## src/hdl/pse_pkg.sv

```systemverilog
// ----------------------------------------------------------------------------
// pse_pkg
// Shared types and constants for the postfix stack evaluator.
// ----------------------------------------------------------------------------
package pse_pkg;

    localparam int DATA_W    = 32;
    localparam int OP_W      = 4;
    localparam int ST_W      = 2;
    localparam int SHAMT_W   = 5;
    localparam int DIV_STEPS = 32;
    localparam int DIV_CNT_W = 6;

    typedef enum logic [OP_W-1:0] {
        OP_PUSH = 4'd0,
        OP_ADD  = 4'd1,
        OP_SUB  = 4'd2,
        OP_MUL  = 4'd3,
        OP_DIV  = 4'd4,
        OP_MOD  = 4'd5,
        OP_LAND = 4'd6,
        OP_LOR  = 4'd7,
        OP_NE   = 4'd8,
        OP_LT   = 4'd9,
        OP_GT   = 4'd10,
        OP_LE   = 4'd11,
        OP_GE   = 4'd12,
        OP_SHL  = 4'd13,
        OP_SHR  = 4'd14,
        OP_END  = 4'd15
    } op_t;

    typedef enum logic [ST_W-1:0] {
        ST_OK        = 2'd0,
        ST_OVERFLOW  = 2'd1,
        ST_UNDERFLOW = 2'd2,
        ST_DIVZERO   = 2'd3
    } status_t;

    typedef enum logic {
        S_IDLE = 1'b0,
        S_DIV  = 1'b1
    } pse_state_t;

    typedef enum logic [1:0] {
        SK_HOLD = 2'd0,
        SK_PUSH = 2'd1,
        SK_POP  = 2'd2
    } stack_op_t;

    typedef enum logic [1:0] {
        CC_HOLD  = 2'd0,
        CC_ABOVE = 2'd1,
        CC_BELOW = 2'd2
    } cell_cmd_t;

    typedef struct packed {
        logic busy;
        logic done;
    } div_status_t;

endpackage

```

## src/hdl/pse_cell.sv

```systemverilog
// ----------------------------------------------------------------------------
// pse_cell
// One stack entry: holds, takes the word from the cell above or below.
// ----------------------------------------------------------------------------
module pse_cell (
    input  logic                              aclk,
    input  pse_pkg::cell_cmd_t                cmd,
    input  logic [pse_pkg::DATA_W-1:0]        above_word,
    input  logic [pse_pkg::DATA_W-1:0]        below_word,
    output logic [pse_pkg::DATA_W-1:0]        word_out
);
    import pse_pkg::*;

    logic [DATA_W-1:0] word_reg;
    logic [DATA_W-1:0] word_next;

    always_comb begin
        unique case (cmd)
            CC_HOLD:  word_next = word_reg;
            CC_ABOVE: word_next = above_word;
            CC_BELOW: word_next = below_word;
            default:  word_next = word_reg;
        endcase
    end

    always_ff @(posedge aclk) begin
        word_reg <= word_next;
    end

    assign word_out = word_reg;

endmodule

```

## config.mk

```make
export PLATFORM = sky130hd
export DESIGN_NAME = pse_cell
export DESIGN_NICKNAME = d
export VERILOG_FILES = /design/src/hdl/pse_pkg.sv /design/src/hdl/pse_cell.sv
export SDC_FILE = /design/constraint.sdc
export NUM_CORES = 1
export LEC_CHECK = 0
export BUFFER_PORTS_ARGS = -buffer_cell sky130_fd_sc_hd__buf_2
export CORE_ASPECT_RATIO = 0.6
export CORE_UTILIZATION = 32
export DETAILED_ROUTE_END_ITERATION = 16
export PLACE_DENSITY = 0.68
export SYNTH_ARGS = -nofsm -noshare
export SYNTH_HDL_FRONTEND = slang
export SYNTH_SLANG_ARGS = --single-unit
export TNS_END_PERCENT = 10
```

## constraint.sdc

```tcl
create_clock -name aclk -period 3.56 [get_ports aclk]
set_clock_uncertainty 0.2 [all_clocks]
set_input_delay 0.356 -clock aclk [delete_from_list [all_inputs] [get_ports aclk]]
set_output_delay 0.356 -clock aclk [all_outputs]
set_load 0.005 [all_outputs]
```

==> results.ini <==
[detailed_routing]
ant_nets = 0
drc = 0
drt-total-wl_mm = 2.823
wl_per_cell_um = 11.86
viasPerCell = 4.067
dr_total_vias = 968
drt-pass1-iter-count = 4
drt_iter0_drc = 23

[global_routing]
grt.met3_usage_pct = 6.887
grt_pass1_wl_mm = 4.305
top_usage_layer = met2
use_met2_pct = 16.67
grt_start_max_net_pins = 21
track_usage_pct = 11.62
antenna_found_initial = 0
use_met1_pct = 14.49
grt_pass1_vias = 934
gr-total-overflow = 0

[finish]
area_delta_synth_final_pct = 39.05
drive_above_1_share_pct = 78.86
largest_reg_flops = 32
nets = 242
utilization_pct = 46.46
n_antenna_cell = 0

[pwr]
vdd.ir_drop.worst_v = 0.0002032
power_mw = 0.9133
leakage_nw = 0.9974
powerDensity_mw_per_mm2 = 430.6

[synthesis]
ys_ff_latch = 32
syn_nets = 139
synth_area_leaders = edfxtp_1, mux2_4, buf_12
seq_area_frac_synth_pct = 63.00
synth_top_area_share_pct = 63.00
synth_area_leader_cell = edfxtp_1
async_flop_share_pct = 0
synthFlopType = edfxtp_1
ys_top_cells_by_count = edfxtp_1, mux2_4, buf_12
synth_most_common_cell = edfxtp_1
postSynthAreaPerCell_um2 = 21.48
synth_area_mm2 = 0.001525
yosys_warnings = 0
synth_edf_count = 32
synth_cell_types = 7
synthCells = 71

[floorplan]
die_x_um = 91.13
die_h_um = 55.48
ios = 99
initial_core_util_pct = 33.42
rows = 19
coreArea_mm2 = 0.004564
dieArea_mm2 = 0.005055

[critical_path]
path_class = input pin to flip-flop
start_kind = input pin
cpMaxStageDelayCell = ha_2
crit_family = adder cells
path_depth = 5
arrival_ps = 1810
worst-path-buf-inv = 3
cp_max_fo = 20
required_ps = 3380
crit_chain = buf_2, inv_1, ha_2, buf_4, mux2_4
critPathMaxStageDelay_ps = 600
crit_path_end_kind = flip-flop

[cts]
cts_buffers = 5
root_buffer = clkbuf_8
ctsHtreeMaxLevel = 2
cts_hold_buf = 0
cts_tree = done
cts_resized = 0
clockBufferDepth = 2
path_clk_slew_ps = 60
postCtsSetupRepairBufs = 0
cts.sinks = 32

[timing]
tightest_slew_ps = 644.2
layout_setup_ws_ps = 1576
slew_violations = 0
rsz0062_at_grt = no
slew-limit-headroom_pct = 57.05
hold_ws_ps = 179.9
finalHoldViolations = 0
setup_tns_ps = 0
fin_crit_sh_pct = 55.73
setup_violations = 0
period_minus_slack_ps = 1984
max_freq_ghz = 0.5040

[run]
maxCapViolations = 0

[hold_path]
hold_depth = 2
hp-class = input pin to flip-flop

[placement]
dp_hpwl_mm = 2.067
place.gp.congestion = 0.6367
port-buffer-count = 98
detailedPlace.worstSlack_ps = 1244

[run_status]
outcome = completed

cell usage in the layout (no fill, tap or decap):
master / count
clkbuf_8: 5
inv_1: 2
clkbuf_1: 2
mux2_4: 30
mux2_2: 2
ha_2: 1
edfxtp_1: 32
buf_4: 2
clkinv_1: 1
buf_2: 98
area by class of cell:
type                            instances  area (um2)
Clock buffer                            7       76.32
Clock inverter                          1       3.754
Fill cell                             427        2444
Inverter                                2       7.507
Multi-Input combinational cell         33       488.0
Sequential cell                        32       960.9
Tap cell                               63       78.83
Timing Repair Buffer                  100       505.5
worst paths after layout:
path | start | end | slack [ps]
worst max-delay path | cmd[0] | word_out[26] | 1580
worst min-delay path | above_word[28] | word_out[28] | 180
power breakdown:
part           internal [mW]  total [mW]  switching (mW)
clock network          0.136       0.253           0.117
registers              0.479       0.490          0.0108
logic                  0.103       0.170          0.0673
per-stage QoR:
stage	area (um2)	cells
after floorplan	1525	71
after global placement	2041	230
after detailed placement	2041	230
after CTS	2121	238
after global routing	2121	238
final	2121	238
cells by family after synthesis:
kind of cell / Yosys count / synth area share (%)
flip-flops: 32 / 63.00
multiplexers: 32 / 31.01
adder cells (fa/ha/maj): 1 / 0.8202
buffers and inverters: 6 / 5.168
routing by layer:
layer / up-vias / wire, um
met2: 62 / 1214
met4: 0 / 13
li1: 478 / -
met1: 426 / 1259
met5: - / 0
met3: 2 / 336
No activity file was read; power rests on OpenSTA's default activity.
