[src/hdl/pse_pkg.sv]
// ----------------------------------------------------------------------------
// pse_pkg
// Shared types and constants for the postfix stack evaluator.
// ----------------------------------------------------------------------------
package pse_pkg;

    localparam int DATA_W    = 32;
    localparam int OP_W      = 4;
    localparam int ST_W      = 2;
    localparam int SHAMT_W   = 5;
    localparam int DIV_STEPS = 32;
    localparam int DIV_CNT_W = 6;

    typedef enum logic [OP_W-1:0] {
        OP_PUSH = 4'd0,
        OP_ADD  = 4'd1,
        OP_SUB  = 4'd2,
        OP_MUL  = 4'd3,
        OP_DIV  = 4'd4,
        OP_MOD  = 4'd5,
        OP_LAND = 4'd6,
        OP_LOR  = 4'd7,
        OP_NE   = 4'd8,
        OP_LT   = 4'd9,
        OP_GT   = 4'd10,
        OP_LE   = 4'd11,
        OP_GE   = 4'd12,
        OP_SHL  = 4'd13,
        OP_SHR  = 4'd14,
        OP_END  = 4'd15
    } op_t;

    typedef enum logic [ST_W-1:0] {
        ST_OK        = 2'd0,
        ST_OVERFLOW  = 2'd1,
        ST_UNDERFLOW = 2'd2,
        ST_DIVZERO   = 2'd3
    } status_t;

    typedef enum logic {
        S_IDLE = 1'b0,
        S_DIV  = 1'b1
    } pse_state_t;

    typedef enum logic [1:0] {
        SK_HOLD = 2'd0,
        SK_PUSH = 2'd1,
        SK_POP  = 2'd2
    } stack_op_t;

    typedef enum logic [1:0] {
        CC_HOLD  = 2'd0,
        CC_ABOVE = 2'd1,
        CC_BELOW = 2'd2
    } cell_cmd_t;

    typedef struct packed {
        logic busy;
        logic done;
    } div_status_t;

endpackage

[src/hdl/pse_div.sv]
// ----------------------------------------------------------------------------
// pse_div
// Radix-2 restoring divider for unsigned 32-bit magnitudes, one bit a cycle.
// ----------------------------------------------------------------------------
module pse_div (
    input  logic                              aclk,
    input  logic                              aresetn,
    input  logic                              start,
    input  logic [pse_pkg::DATA_W-1:0]        dividend,
    input  logic [pse_pkg::DATA_W-1:0]        divisor,
    output pse_pkg::div_status_t              status,
    output logic [pse_pkg::DATA_W-1:0]        quotient,
    output logic [pse_pkg::DATA_W-1:0]        remainder
);
    import pse_pkg::*;

    logic [DATA_W-1:0]    rem_reg, rem_next;
    logic [DATA_W-1:0]    quo_reg, quo_next;
    logic [DATA_W-1:0]    dsr_reg, dsr_next;
    logic [DIV_CNT_W-1:0] cnt_reg, cnt_next;
    logic                 busy_reg, busy_next;
    logic [DATA_W:0]      trial;
    logic                 stepping;
    logic                 finished;

    assign finished = busy_reg && (cnt_reg == DIV_CNT_W'(DIV_STEPS));
    assign stepping = busy_reg && !finished;
    assign trial    = {rem_reg, quo_reg[DATA_W-1]} - {1'b0, dsr_reg};

    always_comb begin
        rem_next  = rem_reg;
        quo_next  = quo_reg;
        dsr_next  = dsr_reg;
        cnt_next  = cnt_reg;
        busy_next = busy_reg;
        if (start) begin
            rem_next  = '0;
            quo_next  = dividend;
            dsr_next  = divisor;
            cnt_next  = '0;
            busy_next = 1'b1;
        end else if (stepping) begin
            if (!trial[DATA_W]) begin
                rem_next = trial[DATA_W-1:0];
                quo_next = {quo_reg[DATA_W-2:0], 1'b1};
            end else begin
                rem_next = {rem_reg[DATA_W-2:0], quo_reg[DATA_W-1]};
                quo_next = {quo_reg[DATA_W-2:0], 1'b0};
            end
            cnt_next = cnt_reg + DIV_CNT_W'(1);
        end else if (finished) begin
            busy_next = 1'b0;
        end
    end

    always_ff @(posedge aclk) begin
        if (!aresetn) begin
            busy_reg <= 1'b0;
            cnt_reg  <= '0;
        end else begin
            busy_reg <= busy_next;
            cnt_reg  <= cnt_next;
        end
        rem_reg <= rem_next;
        quo_reg <= quo_next;
        dsr_reg <= dsr_next;
    end

    assign status.busy = busy_reg;
    assign status.done = finished;
    assign quotient    = quo_reg;
    assign remainder   = rem_reg;

endmodule

[config.mk]
export PLATFORM = sky130hd
export DESIGN_NAME = pse_div
export DESIGN_NICKNAME = d
export VERILOG_FILES = /design/src/hdl/pse_pkg.sv /design/src/hdl/pse_div.sv
export SDC_FILE = /design/constraint.sdc
export NUM_CORES = 1
export LEC_CHECK = 0
export ABC_AREA = 0
export BUFFER_PORTS_ARGS = -buffer_cell sky130_fd_sc_hd__buf_4
export CORE_MARGIN = 1
export CORE_UTILIZATION = 62
export CTS_BUF_LIST = sky130_fd_sc_hd__clkbuf_8
export CTS_CLUSTER_SIZE = 28
export DETAILED_ROUTE_END_ITERATION = 6
export HOLD_SLACK_MARGIN = 0.03
export PLACE_DENSITY_LB_ADDON = 0.05
export SLEW_MARGIN = 15
export SYNTH_ARGS = -nofsm -noshare
export SYNTH_HDL_FRONTEND = slang
export SYNTH_SLANG_ARGS = --single-unit
[constraint.sdc]
create_clock -name aclk -period 4.2 [get_ports aclk]
set_clock_uncertainty 0.1 [all_clocks]
set_input_delay 0.42 -clock aclk [delete_from_list [all_inputs] [get_ports aclk]]
set_output_delay 0.42 -clock aclk [all_outputs]
set_load 0.01 [all_outputs]
==> flow_summary.toml, run 1 <==
[critical_path]
cp.required_ps = 4390
rr_startpoint = "quotient[31]$_DFFE_PP_"
end_kind = "flop"
r2r.worst_path.cells = 12
rrSetupSlack_ps = 520
start_kind = "flop"
path_max_fanout = 20
crit-reg2reg-capture = "remainder[18]$_SDFFE_PP0P_"
endpoint = "remainder[18]$_SDFFE_PP0P_"
startpoint = "quotient[31]$_DFFE_PP_"
critPathKind = "flop to flop"
worstPathArrival_ps = 3870

[synth]
synth_edf_count = 64
async_flop_share = 0
synth_area_leaders = "edfxtp_1 30%, dfxtp_1 12%, ha_1 6.7%, mux2_2 5.7%, o21ai_0 4.5%"
synth_ff_type = "edfxtp_1"
syn_inst = 664
yosysTopAreaCell = "edfxtp_1"
synthTopCellsByCount = "64 x edfxtp_1, 57 x o21ai_0, 42 x inv_1"
synth-seq-cells = 103
yosysTopAreaCellShare = 0.3039
avgSynthCellArea_um2 = 9.523
yosys_warnings = 0
synth_seq_area_share = 0.4274
syn-num-nets = 766
syn-cell-area_um2 = 6324
synth.most_common_cell = "edfxtp_1"
yosysUniqueCellTypes = 67

[floorplan]
initial_core_util = 0.6440
die_w_um = 103.0
core_area_um2 = 9819
ios = 133
die_area_um2 = 10610
die_y_um = 103.0
num_rows = 36

[drt]
antenna_left = 0
drc = 0
vias_per_cell = 6.280
num_vias = 5734
wl_mm = 16.42
drt_iter0_drc = 310
first_pass_iters = 5
wl_per_cell_um = 17.98

[cts]
cts_htree_levels = 3
root_buffer = "clkbuf_8"
cts_tree = "built"
clk_pin_slew_ps = 100
clk_path_buf_depth = 2
postCtsSetupBuffers = 0
worst_skew_pair.late_latency_ps = 390
cts.sinks = 103
numCtsBuffers = 9
cts_hold_buf = 0
cts_resized = 0

[placed_design]
place.gp.congestion = 0.9733
dp_hpwl_mm = 11.78
io_buffers = 132

[timing]
setup_violations = 0
min_period_over_period = 0.8764
rsz0062_at_grt = "no"
hold_violations = 0
layout_min_cycle_time_ps = 3681
max_freq_mhz = 271.7
maxSlewHeadroom = 0.4439
tightestPinTransition_ps = 829.0
tns_ps = 0
drv_slew = 0

[final_layout]
syn2layout_area_growth_pct = 19.79
fillCellCount = 720
final_nets = 877
n_antenna_cell = 0
drive_gt1_frac = 0.2564

[global_route]
grt_util_all_layers = 0.3126
antenna_found_initial = 0
grt-ovfl-total = 0
grt_pass1_vias = 5331
grt_pass1_wl_mm = 25.34
grt_max_degree = 61

[power_and_ir_drop]
power_density_nw_per_um2 = 369.6
power.total_mw = 2.800
p_leak_nw = 3.195
max-vdd-ir-drop_v = 0.0002817

[outcome]
outcome = "finished clean"

[worst_hold_path]
hold_class = "input pin to flop"

[job]
max_cap_violations = 0
==> layout make-up <==
cell class	count	area, µm²	area share
clock inverter	6	85.08	0.01123
inverter	43	161.4	0.02131
timing repair buffer	142	1066	0.1407
multi-input combinational	476	3256	0.4298
tap	133	166.4	0.02197
clock buffer	10	137.6	0.01817
sequential	103	2703	0.3568
==> routing by layer <==
layer	GRT usage	part of all wire	vias up
met5	0	0	-
met4	0.1018	0.017	0
met3	0.07593	0.080	35
met2	0.5128	0.49	248
met1	0.4067	0.41	2745
li1	-	-	2706
==> per-stage QoR <==
stage / hold WS [ps] / cell area [µm²] / setup slack [ps] / instances / utilization
after floorplan: 353.4 / 6324 / 1242 / 664 / -
after global routing: 76.54 / 7575 / 297.3 / 913 / 0.7714
after detailed placement: 393.3 / 7352 / 701.0 / 897 / 0.7487
after global placement: 366.0 / 7352 / 828.5 / 897 / 0.7487
final: 99.56 / 7575 / 519.1 / 913 / 0.7714
after CTS: 89.86 / 7575 / 610.7 / 913 / 0.7714
==> worst min path at each step <==
| stage | start | end | slack, ps | cells after the start |
|---|---|---|---|---|
| 2_1_floorplan | cnt_reg[5]$_SDFFE_PP0P_ | cnt_reg[5]$_SDFFE_PP0P_ | 350 | 2 |
| 3_3_place_gp | cnt_reg[5]$_SDFFE_PP0P_ | cnt_reg[5]$_SDFFE_PP0P_ | 370 | 2 |
| 3_5_place_dp | cnt_reg[5]$_SDFFE_PP0P_ | cnt_reg[5]$_SDFFE_PP0P_ | 390 | 2 |
| 4_1_cts | divisor[29] | dsr_reg[29]$_DFFE_PP_ | 90 | 1 |
| 5_1_grt | divisor[29] | dsr_reg[29]$_DFFE_PP_ | 80 | 1 |
| 6_report | divisor[22] | dsr_reg[22]$_DFFE_PP_ | 100 | 1 |
==> cells in the final DEF (no fill, tap or decap), drive strengths merged, types with 7 or more instances in the layout <==
master	n
a31oi	29
o21ai	69
and2	7
edfxtp	64
xor2	10
nand2	35
inv	44
nand4	17
clkbuf	10
ha	34
buf	142
nor2	36
a21oi	43
dfxtp	39
and3	7
nor3	11
xnor2	16
nand3	38
a21o	9
mux2	32
==> worst max-delay path, cell delays in order, from the launching register on <==
cell and delay, ps:
edfxtp_1 420, inv_1 80, ha_1 180, fa_1 190, nand2b_1 170, a21oi_1 110, o21ai_1 310, nand4b_1 340
a32o_1 400, nor3_4 580, buf_4 330, o21ai_1 80, a311oi_1 300
==> kinds of logic after synthesis <==
logic type | count (synthesis) | share of synthesized area
AOI/OAI and AO/OA | 204 | 0.2058
xor gates and xnor gates | 26 | 0.03601
adders and majority gates | 35 | 0.07044
buffers and inverters | 85 | 0.05777
DFF | 103 | 0.4274
muxes | 34 | 0.06015
and+or+nand+nor | 177 | 0.1425
==> power by group <==
part / switching [mW] / internal (mW)
sequential: 0.0650 / 1.17
clock: 0.362 / 0.351
combinational: 0.478 / 0.370
total: 0.905 / 1.89
No activity file was read; power rests on OpenSTA's default activity.
==> inputs of run 2 (changes only) <==
- REMOVE_ABC_BUFFERS: not set -> 1
==> run 2 against run 1 <==
  * Global-route usage is 0.36 points higher
  * Sequential share of layout area rose by 0.083 points
  * Clock power up 1%
  * Critical path type unchanged
  * Largest cell class unchanged
  * Highest routed layer unchanged
==> flow_summary.toml, run 2 (synthesized netlist as in run 1, its figures left out) <==
[cts]
cts_resized = 0
clk_pin_slew_ps = 110
cts_htree_levels = 3
postCtsSetupBuffers = 0
clk_path_buf_depth = 2
cts_tree = "built"
root_buffer = "clkbuf_8"
cts_hold_buf = 0
cts.sinks = 103
numCtsBuffers = 9
worst_skew_pair.late_latency_ps = 410

[timing]
layout_min_cycle_time_ps = 3583
setup_violations = 0
rsz0062_at_grt = "no"
tightestPinTransition_ps = 813.3
tns_ps = 0
min_period_over_period = 0.8532
maxSlewHeadroom = 0.4544
hold_violations = 0
drv_slew = 0
max_freq_mhz = 279.1

[worst_hold_path]
whs_path_depth = 1
hold_class = "input pin to flop"

[power_and_ir_drop]
power_density_nw_per_um2 = 370.0
clockPowerShare = 0.258
p_seq_frac = 0.441
power.internal_mw = 1.882
max-vdd-ir-drop_v = 0.0004077
p_comb_frac = 0.300
p_sw_uw = 914.8
swShare = 0.3271
power.total_mw = 2.796
p_leak_nw = 3.189

[drt]
drt_iter0_drc = 383
vias_per_cell = 6.137
first_pass_iters = 5
wl_mm = 16.20
num_vias = 5591
drc = 0
wl_per_cell_um = 17.78
antenna_left = 0

[placed_design]
dp_hpwl_mm = 11.31
io_buffers = 132
place_area_um2 = 7337
place.gp.congestion = 0.9444

[floorplan]
die_area_um2 = 10610
initial_core_util = 0.6440
die_y_um = 103.0
die_w_um = 103.0
num_rows = 36
ios = 133
core_area_um2 = 9819

[global_route]
grt_util_all_layers = 0.3162
grt_pass1_vias = 5223
grt_max_degree = 60
antenna_found_initial = 0
grt_pass1_wl_mm = 25.30
grt-ovfl-total = 0

[critical_path]
r2r.worst_path.cells = 12
cp.required_ps = 4410
end_kind = "flop"
worstPathArrival_ps = 3790
start_kind = "flop"
path_max_fanout = 17
critPathKind = "flop to flop"

[final_layout]
drive_gt1_frac = 0.2545
final_common_cell = "buf_4"
n_antenna_cell = 0
layout_common_cells = "140 x buf_4, 64 x edfxtp_1, 57 x o21ai_0"
fin_area_um2 = 7557
syn2layout_area_growth_pct = 19.51
fillCellCount = 711
final_nets = 875

[outcome]
outcome = "finished clean"

[job]
max_cap_violations = 0
==> run 2: worst paths after layout <==
check                                from                         end  slack, ps
setup / recovery   quotient[31]$_DFFE_PP_  remainder[17]$_SDFFE_PP0P_        620
hold reg to reg   cnt_reg[5]$_SDFFE_PP0P_     cnt_reg[5]$_SDFFE_PP0P_        410
setup reg to reg   quotient[31]$_DFFE_PP_  remainder[17]$_SDFFE_PP0P_        620
hold / removal                divisor[26]       dsr_reg[26]$_DFFE_PP_         70
==> run 2: area by class of cell <==
type,instances,area [µm²],area share
clock buffer,9,123.9,0.01639
clock inverter,7,96.34,0.01275
inverter,43,161.4,0.02136
multi-input combinational,476,3256,0.4308
sequential,103,2703,0.3576
tap,133,166.4,0.02202
timing repair buffer,140,1051,0.1391
==> run 2: per-stage QoR <==
stage	std cells	utilization	setup slack, ps	hold slack [ps]
2_1_floorplan	622	-	710.1	353.4
3_3_place_gp	895	0.7472	870.5	360.8
3_5_place_dp	895	0.7472	649.4	387.3
4_1_cts	911	0.7696	632.1	64.70
5_1_grt	911	0.7696	303.4	68.42
6_report	911	0.7696	616.6	71.30
==> run 2: critical path: stages, from the launching register on <==
cell and delay (ps):
edfxtp_1 430, inv_1 80, ha_1 170, fa_1 190, nand2b_1 150, a21oi_1 110, o21ai_1 290, nand4b_1 310
a32o_1 400, nor3_4 550, buf_4 360, o21ai_1 90, a311oi_1 280
==> run 2: power by group through the flow <==
stage / clock (mW) / combinational, mW / sequential (mW)
2_1_floorplan: 0 / 0.501 / 1.27
4_1_cts: 0.724 / 0.831 / 1.23
6_report: 0.722 / 0.840 / 1.23
5_1_grt: 0.751 / 0.919 / 1.25
3_3_place_gp: 0 / 0.801 / 1.25
3_5_place_dp: 0 / 0.826 / 1.25
==> run 2: routing by layer <==
| metal | GRT usage | vias up | routed length [µm] |
|---|---|---|---|
| met1 | 0.3909 | 2614 | 6857 |
| met5 | 0 | - | 0 |
| met3 | 0.08949 | 32 | 1402 |
| li1 | - | 2696 | - |
| met4 | 0.1192 | 0 | 366 |
| met2 | 0.5262 | 249 | 7570 |
==> inputs of run 3 (changes only) <==
- PLACE_DENSITY: not set -> 0.95
- PLACE_DENSITY_LB_ADDON: 0.05 -> not set
==> run 3 against run 2 <==
  * Die area unchanged
  * Critical path depth unchanged
  * Wire length increased by 1.5%
  * Total power decreased by 2.1%
  * Flip-flop and latch count unchanged
  * Via count increased by 1.2%
  * Critical endpoint is now remainder[21]$_SDFFE_PP0P_
  * Sequential power about the same
  * Highest routed layer unchanged
  * Worst hold slack improved by 18 ps
  * Global-route usage increased by 0.16 points
  * Clock power decreased by 9.4%
  * Largest cell class unchanged
  * Critical path type unchanged
==> flow_summary.toml, run 3 (synthesized netlist as in run 1, its figures left out) <==
[cts]
worst_skew_pair.late_latency_ps = 400
cts.sinks = 103
postCtsSetupBuffers = 0
cts_resized = 0
cts_hold_buf = 0
clk_pin_slew_ps = 110
numCtsBuffers = 9
cts_tree = "built"
clk_path_buf_depth = 2
root_buffer = "clkbuf_8"
cts_htree_levels = 3

[critical_path]
rrSetupSlack_ps = 600
cp.required_ps = 4410
path_max_fanout = 17
cp_slowest_stage_delay_ps = 480
start_kind = "flop"
worst-path-buf-inv = 2
crit_family = "compound AO/OA/AOI/OAI gates"
end_kind = "flop"
critPathKind = "flop to flop"
cpMostUsedCell = "o21ai_1"
r2r.worst_path.cells = 12
cpMaxStageDelayCell = "nor3_4"
crit-reg2reg-capture = "remainder[21]$_SDFFE_PP0P_"
crit_chain = "inv_1, ha_1, fa_1, nand2b_1, a21oi_1, o21ai_1, nand4b_1, a32o_1, nor3_4, buf_4, o21ai_1, a311oi_1"
worstPathArrival_ps = 3810
rr_startpoint = "quotient[31]$_DFFE_PP_"

[timing]
drv_slew = 0
hold_violations = 0
max_freq_mhz = 277.9
layout_min_cycle_time_ps = 3598
maxSlewHeadroom = 0.2840
setup_violations = 0
min_period_over_period = 0.8567
tightestPinTransition_ps = 1067
rsz0062_at_grt = "no"
tns_ps = 0

[outcome]
outcome = "finished clean"

[power_and_ir_drop]
power_density_nw_per_um2 = 363.3
power.total_mw = 2.739
clockPowerShare = 0.239
p_leak_nw = 3.175
max-vdd-ir-drop_v = 0.0003781
power.internal_mw = 1.827
p_sw_uw = 912.0
p_comb_frac = 0.309
swShare = 0.3330
p_seq_frac = 0.452

[final_layout]
seqCellArea_um2 = 2703
final_util = 0.7677
instances_no_fill = 911
n_antenna_cell = 0
final_nets = 875
fillCellCount = 700
drive_gt1_frac = 0.2558
syn2layout_area_growth_pct = 19.21
layout_common_cells = "140 x buf_4, 64 x edfxtp_1, 57 x o21ai_0"
multi_input_comb_area_um2 = 3256
final_common_cell = "buf_4"

[worst_hold_path]
whs_path_depth = 1
min_to = "dsr_reg[16]$_DFFE_PP_"
hp-start = "divisor[16]"
hold_class = "input pin to flop"

[drt]
drt_iter0_drc = 338
wl_mm = 16.43
drc = 0
vias_per_cell = 6.210
first_pass_iters = 5
wl_per_cell_um = 18.04
antenna_left = 0
num_vias = 5657

[global_route]
grt_util_all_layers = 0.3178
grt_max_degree = 60
antenna_found_initial = 0
grt_pass1_vias = 5365
grt-ovfl-total = 0
grt_pass1_wl_mm = 25.63

[floorplan]
die_area_um2 = 10610
ios = 133
initial_core_util = 0.6440
core_area_um2 = 9819
num_rows = 36
die_w_um = 103.0
die_y_um = 103.0

[placed_design]
dp_cells = 895
dp_hpwl_mm = 11.65
place.gp.congestion = 0.9414
io_buffers = 132

[job]
max_cap_violations = 0
==> run 3: changes by cell type in the layout (fill, tap and decap cells not counted) <==
cell       before  now
inv_2           1    0
clkinv_1        1    2
inv_6           1    2
clkinv_2        0    2
inv_1          43   41
bufinv_16       2    1
==> run 3: area by class of cell <==
class	count	share of cell area
multi-input cells	476	0.4319
inverters	43	0.02141
clock inverters	7	0.01029
well taps	133	0.02207
clock buffers	9	0.01643
flip-flops and latches	103	0.3585
repair buffers	140	0.1394
==> run 3: worst register-to-register path, delay by kind of cell, from the launching register on <==
family | cells | cell delay (ps)
fa+ha+maj | 2 | 420
buf+inv | 2 | 440
flops | 1 | 420
compound gates | 5 | 1190
simple gates | 3 | 940
==> run 3: how the worst max path moves through the flow <==
stage                                 startpoint                    endpoint  slack (ps)  cells past startpoint
final                     quotient[31]$_DFFE_PP_  remainder[21]$_SDFFE_PP0P_         600                     12
after global routing      quotient[31]$_DFFE_PP_  remainder[21]$_SDFFE_PP0P_         350                     12
after CTS                 quotient[31]$_DFFE_PP_  remainder[21]$_SDFFE_PP0P_         670                     12
after detailed placement  quotient[31]$_DFFE_PP_  remainder[21]$_SDFFE_PP0P_         740                     12
after global placement    quotient[31]$_DFFE_PP_  remainder[30]$_SDFFE_PP0P_         900                     12
after floorplan           quotient[31]$_DFFE_PP_   remainder[1]$_SDFFE_PP0P_         710                     11
==> run 3: metal layers <==
metal / part of all wire / wire length [µm] / up-vias / GRT usage
li1: - / - / 2702 / -
met1: 0.41 / 6772 / 2616 / 0.3902
met2: 0.46 / 7574 / 293 / 0.5174
met3: 0.094 / 1552 / 46 / 0.09559
met4: 0.032 / 533 / 0 / 0.1419
met5: 0 / 0 / - / 0
==> run 3: power groups by stage <==
stage / sequential (mW) / clock, mW / combinational (mW)
4_1_cts: 1.24 / 0.665 / 0.833
6_report: 1.24 / 0.654 / 0.846
2_1_floorplan: 1.27 / 0 / 0.501
5_1_grt: 1.25 / 0.696 / 0.918
3_5_place_dp: 1.26 / 0 / 0.827
3_3_place_gp: 1.26 / 0 / 0.799
==> run 3: through the flow <==
| stage | hold WS (ps) | worst slack, ps | area, µm² |
|---|---|---|---|
| 6_report | 89.23 | 602.0 | 7538 |
| 3_3_place_gp | 362.0 | 898.2 | 7337 |
| 2_1_floorplan | 353.4 | 710.1 | 6120 |
| 4_1_cts | 73.92 | 670.0 | 7538 |
| 3_5_place_dp | 399.7 | 736.0 | 7337 |
| 5_1_grt | 63.92 | 348.8 | 7538 |
